**config.mk**
```make
export PLATFORM = sky130hd
export DESIGN_NAME = gbse_isqrt
export DESIGN_NICKNAME = d
export VERILOG_FILES = /design/src/hdl/gbse_pkg.sv /design/src/hdl/gbse_isqrt.sv
export SDC_FILE = /design/constraint.sdc
export NUM_CORES = 1
export LEC_CHECK = 0
export BUFFER_PORTS_ARGS = -buffer_cell sky130_fd_sc_hd__buf_2
export CAP_MARGIN = 25
export CORE_UTILIZATION = 55
export CTS_CLUSTER_DIAMETER = 100
export CTS_CLUSTER_SIZE = 24
export DETAILED_ROUTE_END_ITERATION = 10
export GPL_ROUTABILITY_DRIVEN = 1
export GPL_TIMING_DRIVEN = 0
export PLACE_DENSITY = 0.74
export SLEW_MARGIN = 20
export SYNTH_ARGS = -nofsm -noshare
export SYNTH_HDL_FRONTEND = slang
export SYNTH_SLANG_ARGS = --single-unit
```
**constraint.sdc**
```tcl
create_clock -name clk -period 5.1 [get_ports clk]
set_clock_uncertainty 0.2 [all_clocks]
set_input_delay 0.51 -clock clk [delete_from_list [all_inputs] [get_ports clk]]
set_output_delay 0.51 -clock clk [all_outputs]
set_load 0.01 [all_outputs]
```
**src/hdl/gbse_pkg.sv**
```systemverilog
`timescale 1ns / 1ps
// ----------------------------------------------------------------------------
// gbse_pkg
// Shared types, constants and kernel tables of the blur and edge block.
// ----------------------------------------------------------------------------
package gbse_pkg;

	// Frame limits
	localparam int MAX_WIDTH_DEF = 1024;
	localparam int MAX_HEIGHT    = 4096;
	localparam int WREG_W        = 11;
	localparam int HREG_W        = 13;
	localparam int IN_ROWS       = 6;
	localparam int BLUR_ROWS     = 4;

	// Divide by 159: reciprocal scaled by 2^22, then one correction step
	localparam int          DIV_BY    = 159;
	localparam logic [14:0] DIV_RECIP = 15'd26379;
	localparam int          DIV_SHIFT = 22;

	// Square root operand width
	localparam int SQ_W = 22;

	// Configuration register indexes
	typedef enum logic {
		CFG_WIDTH  = 1'b0,
		CFG_HEIGHT = 1'b1
	} cfg_idx_t;

	// Sequencer states
	typedef enum logic [3:0] {
		ST_IDLE,
		ST_CHK,
		ST_BRD,
		ST_BLAST,
		ST_DIV1,
		ST_DIV2,
		ST_BWR,
		ST_SRD,
		ST_SLAST,
		ST_SQ1,
		ST_SQ2,
		ST_SQS,
		ST_SQW,
		ST_DONE
	} st_t;

	// 5x5 Gaussian weight at window row i, column j
	function automatic logic [3:0] gauss_weight(input logic [2:0] i, input logic [2:0] j);
		logic [2:0] ri;
		logic [2:0] cj;
		logic [3:0] w;
		ri = (i > 3'd2) ? 3'd4 - i : i;
		cj = (j > 3'd2) ? 3'd4 - j : j;
		w  = 4'd0;
		unique case ({ri[1:0], cj[1:0]})
			4'b0000: w = 4'd2;
			4'b0001: w = 4'd4;
			4'b0010: w = 4'd5;
			4'b0100: w = 4'd4;
			4'b0101: w = 4'd9;
			4'b0110: w = 4'd12;
			4'b1000: w = 4'd5;
			4'b1001: w = 4'd12;
			4'b1010: w = 4'd15;
			default: w = 4'd0;
		endcase
		return w;
	endfunction

endpackage

```
**src/hdl/gbse_isqrt.sv**
```systemverilog
`timescale 1ns / 1ps
// ----------------------------------------------------------------------------
// gbse_isqrt
// Iterative floor square root, one result bit per cycle.
// ----------------------------------------------------------------------------
module gbse_isqrt
	import gbse_pkg::*;
(
	input  logic            clk,
	input  logic            arst_n,
	input  logic            start,
	input  logic [SQ_W-1:0] x,
	output logic            done,
	output logic [10:0]     root
);

	logic            busy_q;
	logic            done_q;
	logic [SQ_W-1:0] rem_q;
	logic [SQ_W-1:0] res_q;
	logic [SQ_W-1:0] bit_q;
	logic [SQ_W-1:0] trial;

	assign trial = res_q + bit_q;

	// Track busy and raise done after the last bit
	always_ff @(posedge clk or negedge arst_n) begin
		if (!arst_n) begin
			busy_q <= 1'b0;
			done_q <= 1'b0;
		end else begin
			done_q <= 1'b0;
			if (start) begin
				busy_q <= 1'b1;
			end else if (busy_q && bit_q == SQ_W'(1)) begin
				busy_q <= 1'b0;
				done_q <= 1'b1;
			end
		end
	end

	// Resolve one root bit per cycle
	always_ff @(posedge clk) begin
		if (start) begin
			rem_q <= x;
			res_q <= '0;
			bit_q <= SQ_W'(1) << 20;
		end else if (busy_q) begin
			if (rem_q >= trial) begin
				rem_q <= rem_q - trial;
				res_q <= (res_q >> 1) + bit_q;
			end else begin
				res_q <= res_q >> 1;
			end
			bit_q <= bit_q >> 2;
		end
	end

	assign done = done_q;
	assign root = res_q[10:0];

endmodule
```
Yosys cells after proc, flatten, opt, wreduce, memory -nomap -nowiden
Cells that the tools add are included.
{"block": "totals", "reg_bits": 57, "inputBits": 25, "output_inout_bits": 12, "wordCells": 23}
{"block": "classes", "addsub": 3, "magnitude_cmp": 1, "n_eq_ne": 1, "muxes": 8, "reduce_logical": 5}
{"operator": "$mux 22", "n": 4}
{"operator": "$add 21x21->22", "n": 1}
{"operator": "$add 22x21->22", "n": 1}
{"operator": "$ge 22x22->1", "n": 1}
{"operator": "$sub 22x22->22", "n": 1}
{"operator": "$eq 11x1->1 const B", "n": 1}
{"operator": "$reduce_bool 2->1", "n": 3}
{"operator": "$mux 1", "n": 4}
{"operator": "$reduce_and 2->1", "n": 1}
{"operator": "$logic_and 1x1->1", "n": 1}

Depth between registers and ports, before layout
Gate-level depths: netlist of run 1.
{"block": "depth", "word_depth": 5, "mapped_depth": 19}

Least setup slack after synthesis of run 1
OpenSTA, ideal clock, no wires.
{"block": "synth_path", "kind": "register to register", "start": "register res_q[2]", "end": "register rem_q[0], enable pin", "setup_time_ns": 0.411, "t_arrival_ns": 3.893, "required_ns": 4.489, "path_slack_ns": 0.596, "path_stages_with_launch": 18, "path_buffers": 1, "path_cell_list": "dfxtp_1 -> ha_1 -> a31oi_1 -> o21ai_1 -> a21oi_1 -> nor2_1 -> or4_1 -> a41oi_1 -> xor2_1 -> ha_1 -> a21oi_1 -> o21ai_1 -> a21o_2 -> nor4_4 -> nor2_1 -> buf_2 -> nand2_1 -> nand2_1"}
{"block": "synth_via", "elab_chain_cells": 4}
{"item": "start, declared", "line_no": "gbse_isqrt.sv:20", "rtl": "logic [SQ_W-1:0] res_q;"}
{"item": "start signal, assigned", "line_no": "gbse_isqrt.sv:51", "rtl": "res_q <= (res_q >> 1) + bit_q;"}
{"item": "start signal, assigned", "line_no": "gbse_isqrt.sv:53", "rtl": "res_q <= res_q >> 1;"}
{"item": "$add 22x21->22", "line_no": "gbse_isqrt.sv:24", "rtl": "assign trial = res_q + bit_q;"}
{"item": "$ge 22x22->1", "line_no": "gbse_isqrt.sv:49", "rtl": "if (rem_q >= trial) begin"}
{"item": "$reduce_bool 2->1 (no source line)"}
{"item": "$reduce_and 2->1 (no source line)"}
{"item": "end signal, assigned", "line_no": "gbse_isqrt.sv:50", "rtl": "rem_q <= rem_q - trial;"}
{"item": "end, declared", "line_no": "gbse_isqrt.sv:19", "rtl": "logic [SQ_W-1:0] rem_q;"}
No other way between the ends.
A chain may end at the register's enable or synchronous reset.

Worst setup path in the final report of run 1
{"block": "layout_path", "start": "register res_q[2]", "end": "register rem_q[7], enable pin"}
Same word-level chain as after synthesis.

==> results of run 1 <==
[layout make-up]
cell class | count | area share, %
multi-input combinational | 471 | 60.4
inverter | 14 | 0.962
tap | 108 | 2.47
sequential | 57 | 25.1
timing repair buffer | 39 | 3.76
clock buffer | 10 | 2.72
buffer | 39 | 3.92
clock inverter | 6 | 0.710
[power by group]
part / switching [uW] / internal (uW) / leakage, uW
clock network: 210 / 205 / 0.0000980
logic: 1020 / 721 / 0.00174
registers: 82.0 / 651 / 0.000518
[placed cells by master, fill, tap and decap left out, types with 3 or more instances in the layout]
| cell type | count |
|---|---|
| clkbuf_1 | 14 |
| and3_1 | 6 |
| nor4b_1 | 3 |
| a21oi_1 | 32 |
| nor2b_1 | 7 |
| o21ai_0 | 35 |
| dfxtp_1 | 33 |
| buf_2 | 41 |
| xnor2_1 | 25 |
| o31a_1 | 3 |
| xor2_1 | 21 |
| buf_4 | 15 |
| mux2_2 | 3 |
| nand2b_1 | 8 |
| nand3_1 | 9 |
| a31o_2 | 4 |
| inv_1 | 14 |
| clkbuf_8 | 9 |
| a311oi_1 | 6 |
| nand4_1 | 8 |
| o211ai_1 | 5 |
| mux2i_1 | 14 |
| a211o_1 | 3 |
| a211oi_1 | 12 |
| nor3b_1 | 6 |
| or2_2 | 3 |
| nor2_1 | 49 |
| a21o_1 | 14 |
| o31ai_1 | 5 |
| a21boi_0 | 3 |
| o21bai_1 | 5 |
| a31oi_1 | 14 |
| buf_1 | 4 |
| edfxtp_1 | 22 |
| ha_1 | 46 |
| nor3_1 | 13 |
| nand2_1 | 62 |
[worst max path at each step]
stage                     slack (ns)  cells after the start     start       end
final                           0.25                     17  res_q[2]  rem_q[7]
after global routing            0.05                     17  res_q[6]  rem_q[7]
after CTS                       0.03                     17  res_q[2]  rem_q[7]
after detailed placement       -0.55                     17  res_q[2]  rem_q[2]
after global placement         -0.38                     17  res_q[2]  rem_q[4]
after floorplan                 0.60                     17  res_q[2]  rem_q[0]
[sequential cells by signal, indices dropped and copies added (netlist names)]
name and count:
res_q 22, bit_q 11, done 1, busy_q 1, rem_q 22
[critical path: stages, from the launching register on]
cell,delay (ns)
dfxtp_1,0.47
ha_1,0.32
a31oi_2,0.27
o21ai_1,0.19
a21oi_2,0.24
nor2_1,0.07
or4_1,0.45
nand2_1,0.11
xor2_1,0.20
ha_1,0.33
a21oi_1,0.29
o21ai_1,0.18
a21o_2,0.25
o22ai_2,0.26
nor2_1,0.12
clkbuf_4,0.22
nand2_1,0.19
nand2_8,0.17
[logic make-up after synthesis]
logic type / Yosys count / synth area share [%]
simple gates: 191 / 19.3
compound gates: 170 / 23.5
flops: 57 / 28.0
buf+inv: 53 / 5.36
fa+ha+maj: 47 / 12.1
xor+xnor: 46 / 8.21
mux: 17 / 3.54
[layer usage]
layer | vias up | global-route usage [%]
li1 | 2245 | -
met1 | 2191 | 37.8
met2 | 165 | 48.6
met3 | 28 | 6.42
met4 | 0 | 12.0
met5 | - | 0
[per-stage QoR]
stage	utilization, %	setup TNS [ns]	hold slack (ns)	cells	power (uW)
2_1_floorplan	-	0	0.0144	581	2040
5_1_grt	63.0	0	0.234	744	3110
3_5_place_dp	60.2	-12.10	0.112	725	2420
3_3_place_gp	60.2	-8.33	0.110	725	2360
4_1_cts	62.6	0	0.228	742	2840
6_report	63.0	0	0.232	744	2890
[what timing repair did]
item / CTS / global route
endpoints found under the hold margin: 2 / 0
resized for setup: 3 / 6
hold buffers: 1 / 0
setup endpoints to repair: 22 / 33
setup buffers: 0 / 2
pin swaps: 0 / 1
==> results.md, run 1 <==
Cells and area:
- In the final layout, flip-flops and latches occupy about 0.0014 mm^2.
- Relative to the synthesized area, the layout overhead comes to 11.4%.
- After routing the design area is ~0.0055 mm^2.
- The total of fill cells in the finished design is roughly 800.
- 0 antenna diodes ended up in the layout.
- The area taken by multi-input logic gates is 0.00330 mm^2.
- The net count of the finished layout is between 700 and 800.
- Of the cells placed in the final design, the portion with a size suffix greater than 1 is between 10% and 20%.

Synth:
- The top-area cell type share of the netlist area is 13.5%.
- The number of enable-type register cells in the synthesized netlist is 22.
- The share of flip-flops with an asynchronous set or reset after synthesis is roughly 3.5%.
- The part of the Yosys area used for sequential elements is between 20% and 30%.
- Synthesis produced 581 cells.
- The average instance area after synthesis is approximately 8.4 um^2.
- The number of synthesized register bits is 57.
- The cell area after technology mapping is slightly below 0.005 mm^2.
- Counting distinct cell types in the post-synthesis netlist gives just under 70.
- The cell accounting for the most synthesized area is dfxtp_1.
- In the synthesized netlist, the cells that appear most often are 63 x nand2_1, 49 x nor2_1, 46 x ha_1.
- Among all flip-flop cells after synthesis, the most frequent one is dfxtp_1.
- Among all cell types in the netlist, the one instantiated most often is nand2_1.
- By area the synthesized netlist is led by dfxtp_1 13%, edfxtp_1 13%, ha_1 12%.
- Counting every net in the synthesized netlist gives between 600 and 700.
- The Yosys step of the flow raised 0 warnings.

Floorplanning:
- 37 I/O pins were placed.
- The total core area is a little under 0.009 mm^2.
- From left edge to right edge, the die measures roughly 96 um.
- The die outline height is roughly 96 um.
- For this configuration, the core starts out at a cell density of 56.5%.
- The area enclosed by the die boundary is between 0.009 and 0.01 mm^2.
- The number of core rows is 34.

CTS:
- Buffers inserted during clock tree synthesis total 9.
- Clock tree synthesis selected as its root buffer the cell clkbuf_8.
- The clock tree from TritonCTS is done.
- The clock net sink count is 57.
- No sink is reached through more buffers than the 2 on the longest clock path.
- The post-CTS clock slew at the launch and capture registers of the worst setup and hold paths is around 0.08 ns.
- The number of H-tree branching levels is 3.
- The clock reaches the later pin of the worst-skew pair after roughly 0.35 ns.

Pwr:
- The power per unit of standard cell area is around 530 mW/mm^2.
- The analysis attributes to cell leakage a power of ~0.0024 uW.
- The worst supply voltage drop on vdd is roughly 360 uV.

GRT:
- The first global-routing pass estimated just over 20000 um of wire.
- The global-route total usage across every layer is between 20 and 30%.
- After global routing the overflow that remains totals 0.
- The via count of the first global-routing pass is about 4.3k.
- The pin count of the biggest net entering global routing is 23.
- The number of antenna violations at the first check in global routing is 0.

Placed design:
- The placed instances occupy a cell area of roughly 0.0052 mm^2.
- The congestion estimate from routability-driven global placement came to approximately 0.95.
- Summed over all nets, the half-perimeter wirelength after detailed placement is around 9900 um.
- The quantity of I/O buffers inserted on ports is 36.
- Timing analysis after detailed placement gives a worst setup slack of -0.552 ns.

Detailed routing:
- The pre-antenna-repair detailed-routing pass consisted of 5 iterations.
- The detailed router put a total of 5600 um of wire on met1.
- Routed signal wires occupy layers up through met4.
- The detailed-route DRC error count is 0.
- The met3 routed wirelength is around 950 um.
- The routed length per placed instance is around 18 um.
- The met2 wire length is around 6200 um.
- The detailed-route via count is around 4.6k.
- The detail route stage leaves a number of antenna-violating nets equal to 0.
- The detailed-route vias per instance is 6.22.
- The final routed wirelength across all metal layers is 13100 um.
- For this block, the initial DRC count from the detailed router was between 200 and 300.

STA:
- Setup violations remaining at the end of the flow were counted as 0.
- The final critical path time including I/O delays and setup is just under 5 ns.
- The share of the cycle needed by the critical path after routing is a little over nine tenths.
- Setup repair after global routing left no endpoint under its margin.
- The final-report hold violation count was 0.
- The achievable frequency is around 200 MHz.
- The transition time at the pin with the least slew margin is between 0.7 and 0.8 ns.
- The worst max-slew margin expressed relative to the limit is 47.9%.
- The final number of max-transition violations is 0.
- The final worst-path setup slack is around 0.25 ns.

Critical path:
- The endpoint identified for the worst register-to-register timing path is rem_q[7].
- The endpoint class of the critical path is a register.
- The register-to-register setup slack is 0.25 ns.
- STA puts the critical path data required time at between 4 and 5 ns.
- The critical setup path kind is reg -> reg.
- STA puts the critical path data arrival time at ~4.7 ns.
- The startpoint type of the worst setup path is a register.
- The length in cells of the worst reg-to-reg path is 17.
- In this run the critical register-to-register path is launched from res_q[2].
- In this run the worst path has a maximum fanout of 22.

Worst hold path:
- The startpoint of the tightest hold check path is x[4].
- The hold-critical path endpoint is rem_q[4].
- The classification of the worst-slack hold path is in -> reg.
- The instance count along the most critical hold path is 3.

Run status:
- The flow ran to the end, and the final reports show no timing, DRC or antenna violations.

Run:
- The tool flagged a number of max-cap violations equal to 0.
No activity file was read; power rests on OpenSTA's default activity.
==> run 2: changes to the inputs <==
--- a/config.mk
+++ b/config.mk
@@ -7,13 +7,14 @@
 export LEC_CHECK = 0
 export BUFFER_PORTS_ARGS = -buffer_cell sky130_fd_sc_hd__buf_2
 export CAP_MARGIN = 25
+export CORE_ASPECT_RATIO = 0.8
 export CORE_UTILIZATION = 55
 export CTS_CLUSTER_DIAMETER = 100
 export CTS_CLUSTER_SIZE = 24
 export DETAILED_ROUTE_END_ITERATION = 10
 export GPL_ROUTABILITY_DRIVEN = 1
 export GPL_TIMING_DRIVEN = 0
-export PLACE_DENSITY = 0.74
+export PLACE_DENSITY_LB_ADDON = 0.3
 export SLEW_MARGIN = 20
 export SYNTH_ARGS = -nofsm -noshare
 export SYNTH_HDL_FRONTEND = slang
==> run 2 against run 1 <==
  * Sequential cell count did not move
  * Register-to-register slack improved by 0.02 ns
  * Core utilization rose by 1.2 points
  * Sequential share of layout area fell by 0.14 points
  * Cell count rose by 0.67%
  * Non-clock buffer count fell by 1
  * Worst hold slack improved by 0.0013 ns
  * Clock power fell by 2%
  * Critical endpoint is now rem_q[2]
  * Largest power group unchanged
  * Highest routed layer unchanged
==> results.md, run 2 (synthesis gave the netlist of run 1 again) <==
Run status:
- Run status: finished clean (unchanged).

Placed design:
- The estimated wirelength of the detail-placed design came to 9930 um (about the same).
- The cell area after placement is 0.00523 mm^2 (was 0.00522 mm^2).
- The final weighted congestion in routability-driven placement is 0.958 (was 0.949).
- The cell count after placement was 729 (was 725).
- The quantity of I/O buffers inserted on ports came to 36 (unchanged).

Critical path:
- The signal arrival time at the worst endpoint is 4.66 ns (was 4.68 ns).
- The critical setup path kind is reg -> reg (unchanged).
- The endpoint class of the critical path was a register (unchanged).
- The startpoint type of the worst setup path is a register (unchanged).
- The required arrival time at the worst endpoint came to 4.93 ns (about the same).
- The peak fanout along the critical path is 10 (was 22).

Pwr:
- The power per unit of standard cell area is 536 mW/mm^2 (was 529 mW/mm^2).
- The share of total power in the clock network is 13.8% (was 14.4%).
- The static power due to leakage was 0.00236 uW (was 0.00235 uW).
- The internal power component is 1590 uW (was 1580 uW).
- The sequential group share of total power is 24.7% (was 25.3%).
- The power after layout is 2950 uW (was 2890 uW).
- The proportion of power drawn by combinational gates is 61.5% (was 60.3%).
- The switching share of power is 45.9% (was 45.5%).
- The worst supply voltage drop on vdd is 312 uV (was 364 uV).
- The net switching component of the power came to 1350 uW (was 1310 uW).

STA:
- The final critical path time including I/O delays and setup is 4.83 ns (was 4.85 ns).
- The worst max-slew margin expressed relative to the limit is 28.0% (was 47.9%).
- The final-report hold violation count is 0 (unchanged).
- The achievable frequency is 207 MHz (was 206 MHz).
- The smallest hold slack is 0.234 ns (was 0.232 ns).
- The total of endpoints with negative setup slack in the final report is 0 (unchanged).
- Setup repair after global routing missed its margin: false (unchanged).
- The transition time at the pin with the least slew margin came to 1.08 ns (was 0.782 ns).
- The final number of max-transition violations is 0 (unchanged).
- The share of the cycle needed by the critical path after routing came to 94.7% (was 95.1%).

Floorplanning:
- The I/O pin count is 37 (unchanged).
- The die outline height is 86.5 um (was 96.4 um).
- The starting density of the core is 57.3% (was 56.5%).
- The number of core rows is 30 (was 34).
- The area enclosed by the die boundary is 0.00930 mm^2 (about the same).
- The total core area is 0.00856 mm^2 (was 0.00868 mm^2).
- The width of the die is 108 um (was 96.4 um).

Detailed routing:
- The first-pass iteration count of the detailed router came to 5 (unchanged).
- The remaining number of nets flagged by the antenna check after routing came to 0 (unchanged).
- The final routed wirelength across all metal layers is 13400 um (was 13100 um).
- The detailed-route vias per instance is 6.13 (was 6.22).
- The detailed-route via count is 4588 (was 4629).
- The detailed-route DRC error count is 0 (unchanged).
- The number of DRC markers after the initial detailed-route iteration is 319 (was 257).
- The routed length per placed instance was 17.9 um (was 17.5 um).

Cells and area:
- Largest registers in the final layout: rem_q: 22 flops, res_q: 22 flops, bit_q: 11 flops (unchanged).
- The number of antenna repair diodes is 0 (unchanged).
- The post-route cell area is 0.00549 mm^2 (was 0.00546 mm^2).
- The area growth from synthesis to final layout is 12.0% (was 11.4%).
- The net count of the finished layout is 704 (was 703).
- The layout cell share with drive strength beyond 1 is 15.7% (was 15.6%).
- The final core area utilization was 64.2% (was 63.0%).
- The most common library cell in the layout ignoring fill and taps is nand2_1 (unchanged).
- The total of fill cells in the finished design is 788 (was 799).
- Commonest cells after routing, fill and taps aside: 61 x nand2_1, 49 x nor2_1, 46 x ha_1, 41 x buf_2, 35 x o21ai_0 (was 62 x nand2_1, 49 x nor2_1, 46 x ha_1, 41 x buf_2, 35 x o21ai_0).
- The non-filler instance count after layout is 749 (was 744).

CTS:
- The root cell of the clock tree is clkbuf_8 (unchanged).
- The buffer levels on the longest clock path is 2 (unchanged).
- The insertion delay of the later-clocked pin in the worst-skew pair was 0.35 ns (about the same).
- The number of H-tree branching levels is 3 (unchanged).
- The clock net sink count is 57 (unchanged).
- The clock tree from TritonCTS is done (unchanged).
- The post-CTS clock slew at the launch and capture registers of the worst setup and hold paths is 0.07 ns (was 0.08 ns).
- The total CTS buffers came to 9 (unchanged).

GRT:
- The pin count of the biggest net entering global routing was 23 (unchanged).
- The global-route congestion overflow total is 0 (unchanged).
- The global-route total usage across every layer came to 30.1% (was 29.7%).
- The number of antenna violations at the first check in global routing was 0 (unchanged).
- The via count of the first global-routing pass was 4246 (was 4328).
- The global-route wire length before repair was 21400 um (was 20800 um).

Worst hold path:
- The classification of the worst-slack hold path is in -> reg (unchanged).

Run:
- The number of maximum-capacitance constraint violations was 0 (unchanged).
-- run 2: cell count changes in the layout (fill, tap and decap cells not counted), sizes merged --
cell	previous run	this run
inv	16	14
buf	61	60
nand2	63	65
clkbuf	26	29
clkinvlp	1	0
-- run 2: cell type report --
class,instances,area (um^2),share of cell area [%]
Multi-Input combinational cell,473,3340,60.7
Sequential cell,57,1370,25.0
Buffer,39,213,3.87
Timing Repair Buffer,38,198,3.60
Clock buffer,13,169,3.07
Tap cell,112,140,2.55
Inverter,14,52.6,0.957
Clock inverter,3,15.0,0.273
-- run 2: stage by stage --
| step | setup TNS [ns] | worst slack, ns |
|---|---|---|
| 6_report | 0 | 0.269 |
| 5_1_grt | 0 | 0.0223 |
| 4_1_cts | 0 | 0.0134 |
| 3_5_place_dp | -11.75 | -0.535 |
| 3_3_place_gp | -8.59 | -0.391 |
| 2_1_floorplan | 0 | 0.596 |
-- run 2: layer usage --
metal / part of all wire, % / global-route usage [%] / wire length [um] / vias to the layer above
li1: - / - / - / 2249
met1: 46 / 40.7 / 6150 / 2145
met2: 44 / 48.3 / 5940 / 166
met3: 7.5 / 6.02 / 1010 / 28
met4: 2.4 / 10.1 / 321 / 0
met5: 0 / 0 / 0 / -
-- run 2: power by group through the flow --
stage	clock, uW	combinational [uW]	sequential (uW)
floorplan	0	1330	713
global placement	0	1640	740
detailed placement	0	1690	743
finish	406	1810	729
global route	426	1990	743
CTS	412	1720	730
-- run 2: timing repair --
action                                  in CTS  in global routing
buffers inserted                             0                  1
endpoints found under the setup margin      22                 43
hold buffers                                 1                  0
pin swaps                                    0                  1
cloned                                       0                  2
hold endpoints to repair                     2                  0
resized for setup                            3                  8
-- run 2: worst paths after layout --
kind / from / endpoint / slack, ns / cells after the start
hold / removal: x[17] / rem_q[17] / 0.23 / 3
min in group asynchronous: arst_n / busy_q / 0.27 / 2
setup / recovery: res_q[6] / rem_q[2] / 0.27 / 17
setup reg to reg: res_q[6] / rem_q[2] / 0.27 / 17
hold reg to reg: res_q[21] / res_q[21] / 0.33 / 2
max in group asynchronous: arst_n / done / 4.33 / 2
-- run 2: critical path, cell delays in order (launching register included) --
cell	delay [ns]
dfxtp_1	0.49
ha_1	0.33
a31oi_1	0.22
o21ai_1	0.18
a21oi_2	0.23
nor2_1	0.07
or4_1	0.45
nand2_1	0.10
xor2_1	0.19
ha_1	0.35
a21oi_2	0.26
o21ai_1	0.17
a21o_2	0.24
o22ai_2	0.25
nor2_1	0.13
clkbuf_4	0.24
nand2_2	0.23
nand2_4	0.16
